<file path="src/rtl/rk4dm_pkg.sv">
`timescale 1ns / 1ps
// ----------------------------------------------------------------------------
// rk4dm_pkg
// Shared constants, types and helper functions of the RK4 density matrix core.
// ----------------------------------------------------------------------------
package rk4dm_pkg;

    localparam int DIM        = 3;
    localparam int WORD_BITS  = 32;
    localparam int ENT        = DIM * DIM;
    localparam int ENT_W      = $clog2(ENT);
    localparam int IDX_W      = 2;
    localparam int H_FRAC     = WORD_BITS - 8;
    localparam int OPND_W     = WORD_BITS + 1;
    localparam int PROD_W     = 2 * OPND_W;
    localparam int ACC_W      = 48;
    localparam int SUB_STEPS  = 2 * DIM;
    localparam int SUB_W      = $clog2(SUB_STEPS);
    localparam int STAGE_W    = 2;
    localparam int LAST_STAGE = 3;
    localparam int HALF_STAGE = 2;

    localparam int DIV_W      = 40;
    localparam int DIV_DIGIT  = 4;
    localparam int DIV_STEPS  = DIV_W / DIV_DIGIT;
    localparam int DIV_CNT_W  = $clog2(DIV_STEPS);
    localparam int DIV_REM_W  = 3;
    localparam int DIVISOR    = 6;

    localparam logic [DIV_W-1:0]       DIV_OFFSET = DIV_W'(64'd6 << 35);
    localparam logic signed [ACC_W-1:0] Q_OFFSET  = ACC_W'(64'd1 << 35);

    localparam int IN_TDATA_W  = 104;
    localparam int IN_TUSER_W  = 2;
    localparam int OUT_TDATA_W = 72;
    localparam int OUT_PAD_W   = OUT_TDATA_W - 2 * IDX_W - 2 * WORD_BITS;

    localparam logic [1:0] OP_LOAD_H   = 2'd0;
    localparam logic [1:0] OP_LOAD_RHO = 2'd1;
    localparam logic [1:0] OP_STEP     = 2'd2;

    localparam logic signed [ACC_W-1:0] SAT_HI = ACC_W'(2**(WORD_BITS-1) - 1);
    localparam logic signed [ACC_W-1:0] SAT_LO = -SAT_HI - ACC_W'(1);

    typedef struct packed {
        logic signed [PROD_W-1:0] rr;
        logic signed [PROD_W-1:0] ii;
        logic signed [PROD_W-1:0] ri;
        logic signed [PROD_W-1:0] ir;
    } prod_t;

    typedef struct packed {
        logic             valid;
        logic             neg;
        logic             last;
        logic [ENT_W-1:0] ent;
    } tag_t;

    typedef enum logic [4:0] {
        ST_IDLE = 5'b00001,
        ST_COMM = 5'b00010,
        ST_UPD  = 5'b00100,
        ST_DIVW = 5'b01000,
        ST_OUT  = 5'b10000
    } state_t;

    function automatic logic signed [WORD_BITS-1:0] sat_word(
        input logic signed [ACC_W-1:0] v);
        if (v > SAT_HI) begin
            return SAT_HI[WORD_BITS-1:0];
        end
        else if (v < SAT_LO) begin
            return SAT_LO[WORD_BITS-1:0];
        end
        return v[WORD_BITS-1:0];
    endfunction

    function automatic logic [ENT_W-1:0] ent_idx(input logic [IDX_W-1:0] r,
                                                 input logic [IDX_W-1:0] c);
        return ENT_W'(int'(r) * DIM + int'(c));
    endfunction

endpackage

</file>
<file path="src/rtl/rk4dm_div6.sv">
`timescale 1ns / 1ps
// ----------------------------------------------------------------------------
// rk4dm_div6
// Unsigned division by six, four quotient bits per cycle.
// ----------------------------------------------------------------------------
module rk4dm_div6 (
    input  logic                            clk,
    input  logic                            rst_n,
    input  logic                            start,
    input  logic [rk4dm_pkg::DIV_W-1:0]     dividend,
    output logic [rk4dm_pkg::DIV_W-1:0]     quotient,
    output logic                            done
);

    logic [rk4dm_pkg::DIV_W-1:0]     quo_reg;
    logic [rk4dm_pkg::DIV_W-1:0]     quo_next;
    logic [rk4dm_pkg::DIV_REM_W-1:0] rem_reg;
    logic [rk4dm_pkg::DIV_REM_W-1:0] rem_next;
    logic [rk4dm_pkg::DIV_CNT_W-1:0] cnt_reg;
    logic                            busy_reg;
    logic                            done_reg;

    always_comb
    begin
        logic [rk4dm_pkg::DIV_REM_W:0] rr;
        quo_next = quo_reg;
        rem_next = rem_reg;
        for (int i = 0; i < rk4dm_pkg::DIV_DIGIT; i++)
        begin
            rr       = {rem_next, quo_next[rk4dm_pkg::DIV_W-1]};
            quo_next = {quo_next[rk4dm_pkg::DIV_W-2:0],
                        rr >= (rk4dm_pkg::DIV_REM_W+1)'(rk4dm_pkg::DIVISOR)};
            if (rr >= (rk4dm_pkg::DIV_REM_W+1)'(rk4dm_pkg::DIVISOR))
            begin
                rr = rr - (rk4dm_pkg::DIV_REM_W+1)'(rk4dm_pkg::DIVISOR);
            end
            rem_next = rr[rk4dm_pkg::DIV_REM_W-1:0];
        end
    end

    always_ff @(posedge clk or negedge rst_n)
    begin
        if (!rst_n)
        begin
            busy_reg <= 1'b0;
            done_reg <= 1'b0;
            cnt_reg  <= '0;
        end
        else if (start)
        begin
            busy_reg <= 1'b1;
            done_reg <= 1'b0;
            cnt_reg  <= '0;
        end
        else if (busy_reg)
        begin
            cnt_reg <= cnt_reg + 1'b1;
            if (cnt_reg == rk4dm_pkg::DIV_CNT_W'(rk4dm_pkg::DIV_STEPS - 1))
            begin
                busy_reg <= 1'b0;
                done_reg <= 1'b1;
            end
        end
        else
        begin
            done_reg <= 1'b0;
        end
    end

    always_ff @(posedge clk)
    begin
        if (start)
        begin
            quo_reg <= dividend;
            rem_reg <= '0;
        end
        else if (busy_reg)
        begin
            quo_reg <= quo_next;
            rem_reg <= rem_next;
        end
    end

    assign quotient = quo_reg;
    assign done     = done_reg;

endmodule

</file>
<file path="config.mk">
export PLATFORM = sky130hd
export DESIGN_NAME = rk4dm_div6
export DESIGN_NICKNAME = d
export VERILOG_FILES = /design/src/rtl/rk4dm_pkg.sv /design/src/rtl/rk4dm_div6.sv
export SDC_FILE = /design/constraint.sdc
export NUM_CORES = 1
export LEC_CHECK = 0
export ABC_AREA = 1
export CAP_MARGIN = 40
export CORE_AREA = 2 2 78 80
export CTS_CLUSTER_DIAMETER = 80
export DETAILED_ROUTE_END_ITERATION = 10
export DIE_AREA = 0 0 80 82
export DONT_BUFFER_PORTS = 1
export PLACE_DENSITY = 0.6
export RECOVER_POWER = 25
export SKIP_LAST_GASP = 1
export SYNTH_ARGS = -nofsm -noshare
export SYNTH_HDL_FRONTEND = slang
export SYNTH_SLANG_ARGS = --single-unit
</file>
<file path="constraint.sdc">
create_clock -name clk -period 2.4 [get_ports clk]
set_input_delay 0.24 -clock clk [delete_from_list [all_inputs] [get_ports clk]]
set_output_delay 0.24 -clock clk [all_outputs]
set_load 0.02 [all_outputs]
</file>
==> results.json <==
{
  "status": "finished, final reports clean",
  "report.final.setup_viol": 0,
  "grt_pass1_wl_um": 7340,
  "leakagePower_uw": 0.00113,
  "fin_tns_setup_ps": 0,
  "cp.required_ps": 2580,
  "grt_usage_pct": 15.2,
  "cts_resized": 0,
  "finClkSkew_ps": 7.61,
  "period_share_pct": 66.1,
  "largest_reg_flops": 40,
  "grt_max_degree": 41,
  "dr.pass1.iters": 6,
  "clk_latency_ps": 300,
  "synthesis.nets": 286,
  "nFillCells": 595,
  "die_x_um": 80,
  "core_sq_um": 5750,
  "h-tree-depth": 2,
  "ys_types": 22,
  "ios": 84,
  "routedWlPerCell_um": 14.9,
  "avgSynthCellArea_sq_um": 9.18,
  "crit_arrival_ps": 1760,
  "hold_path_class": "primary input to flip-flop",
  "wirelength_um": 4740,
  "drive_gt1_share_pct": 5.76,
  "drt_iter0_markers": 79,
  "viasPerCell": 4.83,
  "timing.fmax_ghz": 0.631,
  "cts_num_sinks": 49,
  "dieArea_sq_um": 6560,
  "max-cap-violations": 0,
  "port_buffers": 0,
  "cts.clk_slew.worst_paths_ps": 90,
  "grt_antenna_before_repair": 0,
  "critPathKind": "primary input to flip-flop",
  "met3_usage_pct": 6.04,
  "cts_tree": "done",
  "dp_hpwl_um": 3320,
  "busiest_layer": "met2",
  "final-hold-violation-count": 0,
  "final_common_cell": "nand2_1",
  "drc_errors": 0,
  "ys_warn_count": 0,
  "slew_viol_final": 0,
  "rsz0062_at_grt": "false",
  "routabilityCongestion": 0.718,
  "start_util_pct": 38.5,
  "p_total_uw": 1970,
  "n_antenna_cell": 0,
  "yosysSeqAreaShare_pct": 63.8,
  "clockBufferDepth": 2,
  "cts_root_buf": "clkbuf_8",
  "ctsHoldBuffers": 1,
  "dieHeight_um": 82,
  "synth_area_sq_um": 2210,
  "maxSlewHeadroom_pct": 36.5,
  "grt_use_met1_pct": 20.1,
  "rows": 28,
  "tightest_slew_ps": 951,
  "endpoint_kind": "flip-flop",
  "post_cts_buffers": 0,
  "period_needed_ps": 1590,
  "nets": 287,
  "area_delta_synth_final_pct": 8.88,
  "vias": 1536,
  "start_kind": "primary input",
  "ys_seq_elements": 49,
  "final_cell_mix": "132 x nand2_1, 40 x edfxtp_1, 16 x inv_1",
  "grt.overflow.total": 0,
  "use_met2_pct": 22.3,
  "ir_worst_vdd_mv": 0.436,
  "cts_buffers": 5,
  "grt_pass1_vias": 1455,
  "power_density_nw_per_um2": 817,
  "cp_max_fo": 40,
  "syn_inst": 241,
  "drtAntennaViolNets": 0
}
stage by stage:
step	setup slack (ps)	hold slack (ps)	cells	utilization [%]	area, sq um
4_1_cts	869	103	318	42.0	2410
5_1_grt	600	113	318	41.9	2410
2_1_floorplan	746	-55.6	241	-	2210
6_report	814	115	318	41.9	2410
3_5_place_dp	871	-55.5	309	40.0	2300
3_3_place_gp	892	-55.4	308	39.6	2280
cells by family after synthesis:
| group | synth area share (%) |
|---|---|
| compound gates | 4.58 |
| buf+inv | 4.58 |
| fa+ha+maj | 1.13 |
| simple gates | 25.9 |
| flops | 63.8 |
worst max-delay path, cell delays in order:
cell and delay (ps):
inv_1 670, clkbuf_1 600, nand2_1 150, nand2_1 90
cell usage after synthesis:
library cell / number / share of area [%]
inv_1: 16 / 2.7
inv_2: 1 / 0.17
edfxtp_1: 40 / 54
nand2_1: 132 / 22
nor4_1: 1 / 0.28
nand3_1: 4 / 0.91
buf_1: 2 / 0.34
nor2_2: 1 / 0.28
o21ai_0: 4 / 0.91
nand2_2: 1 / 0.28
clkbuf_1: 6 / 1.0
o22ai_1: 1 / 0.28
nor2_1: 6 / 1.0
dfrtp_1: 6 / 6.8
a31oi_1: 3 / 0.85
o21ai_2: 3 / 1.2
ha_1: 2 / 1.1
dfxtp_1: 3 / 2.7
nand3_2: 1 / 0.45
nand4_1: 1 / 0.28
buf_4: 1 / 0.34
a21oi_1: 6 / 1.4
report_power, final:
group | internal [uW] | total [uW] | switching (uW) | leakage [uW]
Combinational | 72.5 | 202 | 130 | 0.000538
Clock | 308 | 582 | 274 | 0.0000528
Sequential | 1020 | 1180 | 160 | 0.000538
final timing paths:
| kind | from | to | slack [ps] | cells after the start |
|---|---|---|---|---|
| max in group asynchronous | rst_n | cnt_reg[1]$_DFFE_PN0P_ | 1940 | 1 |
| hold reg to reg | rem_reg[2]$_SDFFE_PP0P_ | rem_reg[2]$_SDFFE_PP0P_ | 480 | 2 |
| min in group asynchronous | rst_n | cnt_reg[2]$_DFFE_PN0P_ | 240 | 1 |
| setup / recovery | start | quotient[22]$_DFFE_PP_ | 810 | 4 |
| setup reg to reg | quotient[39]$_DFFE_PP_ | quotient[0]$_DFFE_PP_ | 880 | 7 |
| hold / removal | dividend[17] | quotient[17]$_DFFE_PP_ | 120 | 2 |
final cells by class:
| class | instances | area [sq um] | area share, % |
|---|---|---|---|
| inverter | 17 | 63.8 | 2.65 |
| tap | 75 | 93.8 | 3.90 |
| clock inverter | 2 | 33.8 | 1.40 |
| multi-input combinational | 166 | 699 | 29.0 |
| timing repair buffer | 3 | 33.8 | 1.40 |
| clock buffer | 6 | 72.6 | 3.01 |
| sequential | 49 | 1410 | 58.6 |
layer usage:
layer,vias up,part of all wire (%)
met3,7,9.1
met5,-,0
met1,694,46
met4,0,1.6
li1,771,-
met2,64,43
Power figures use the tool's default switching activity.
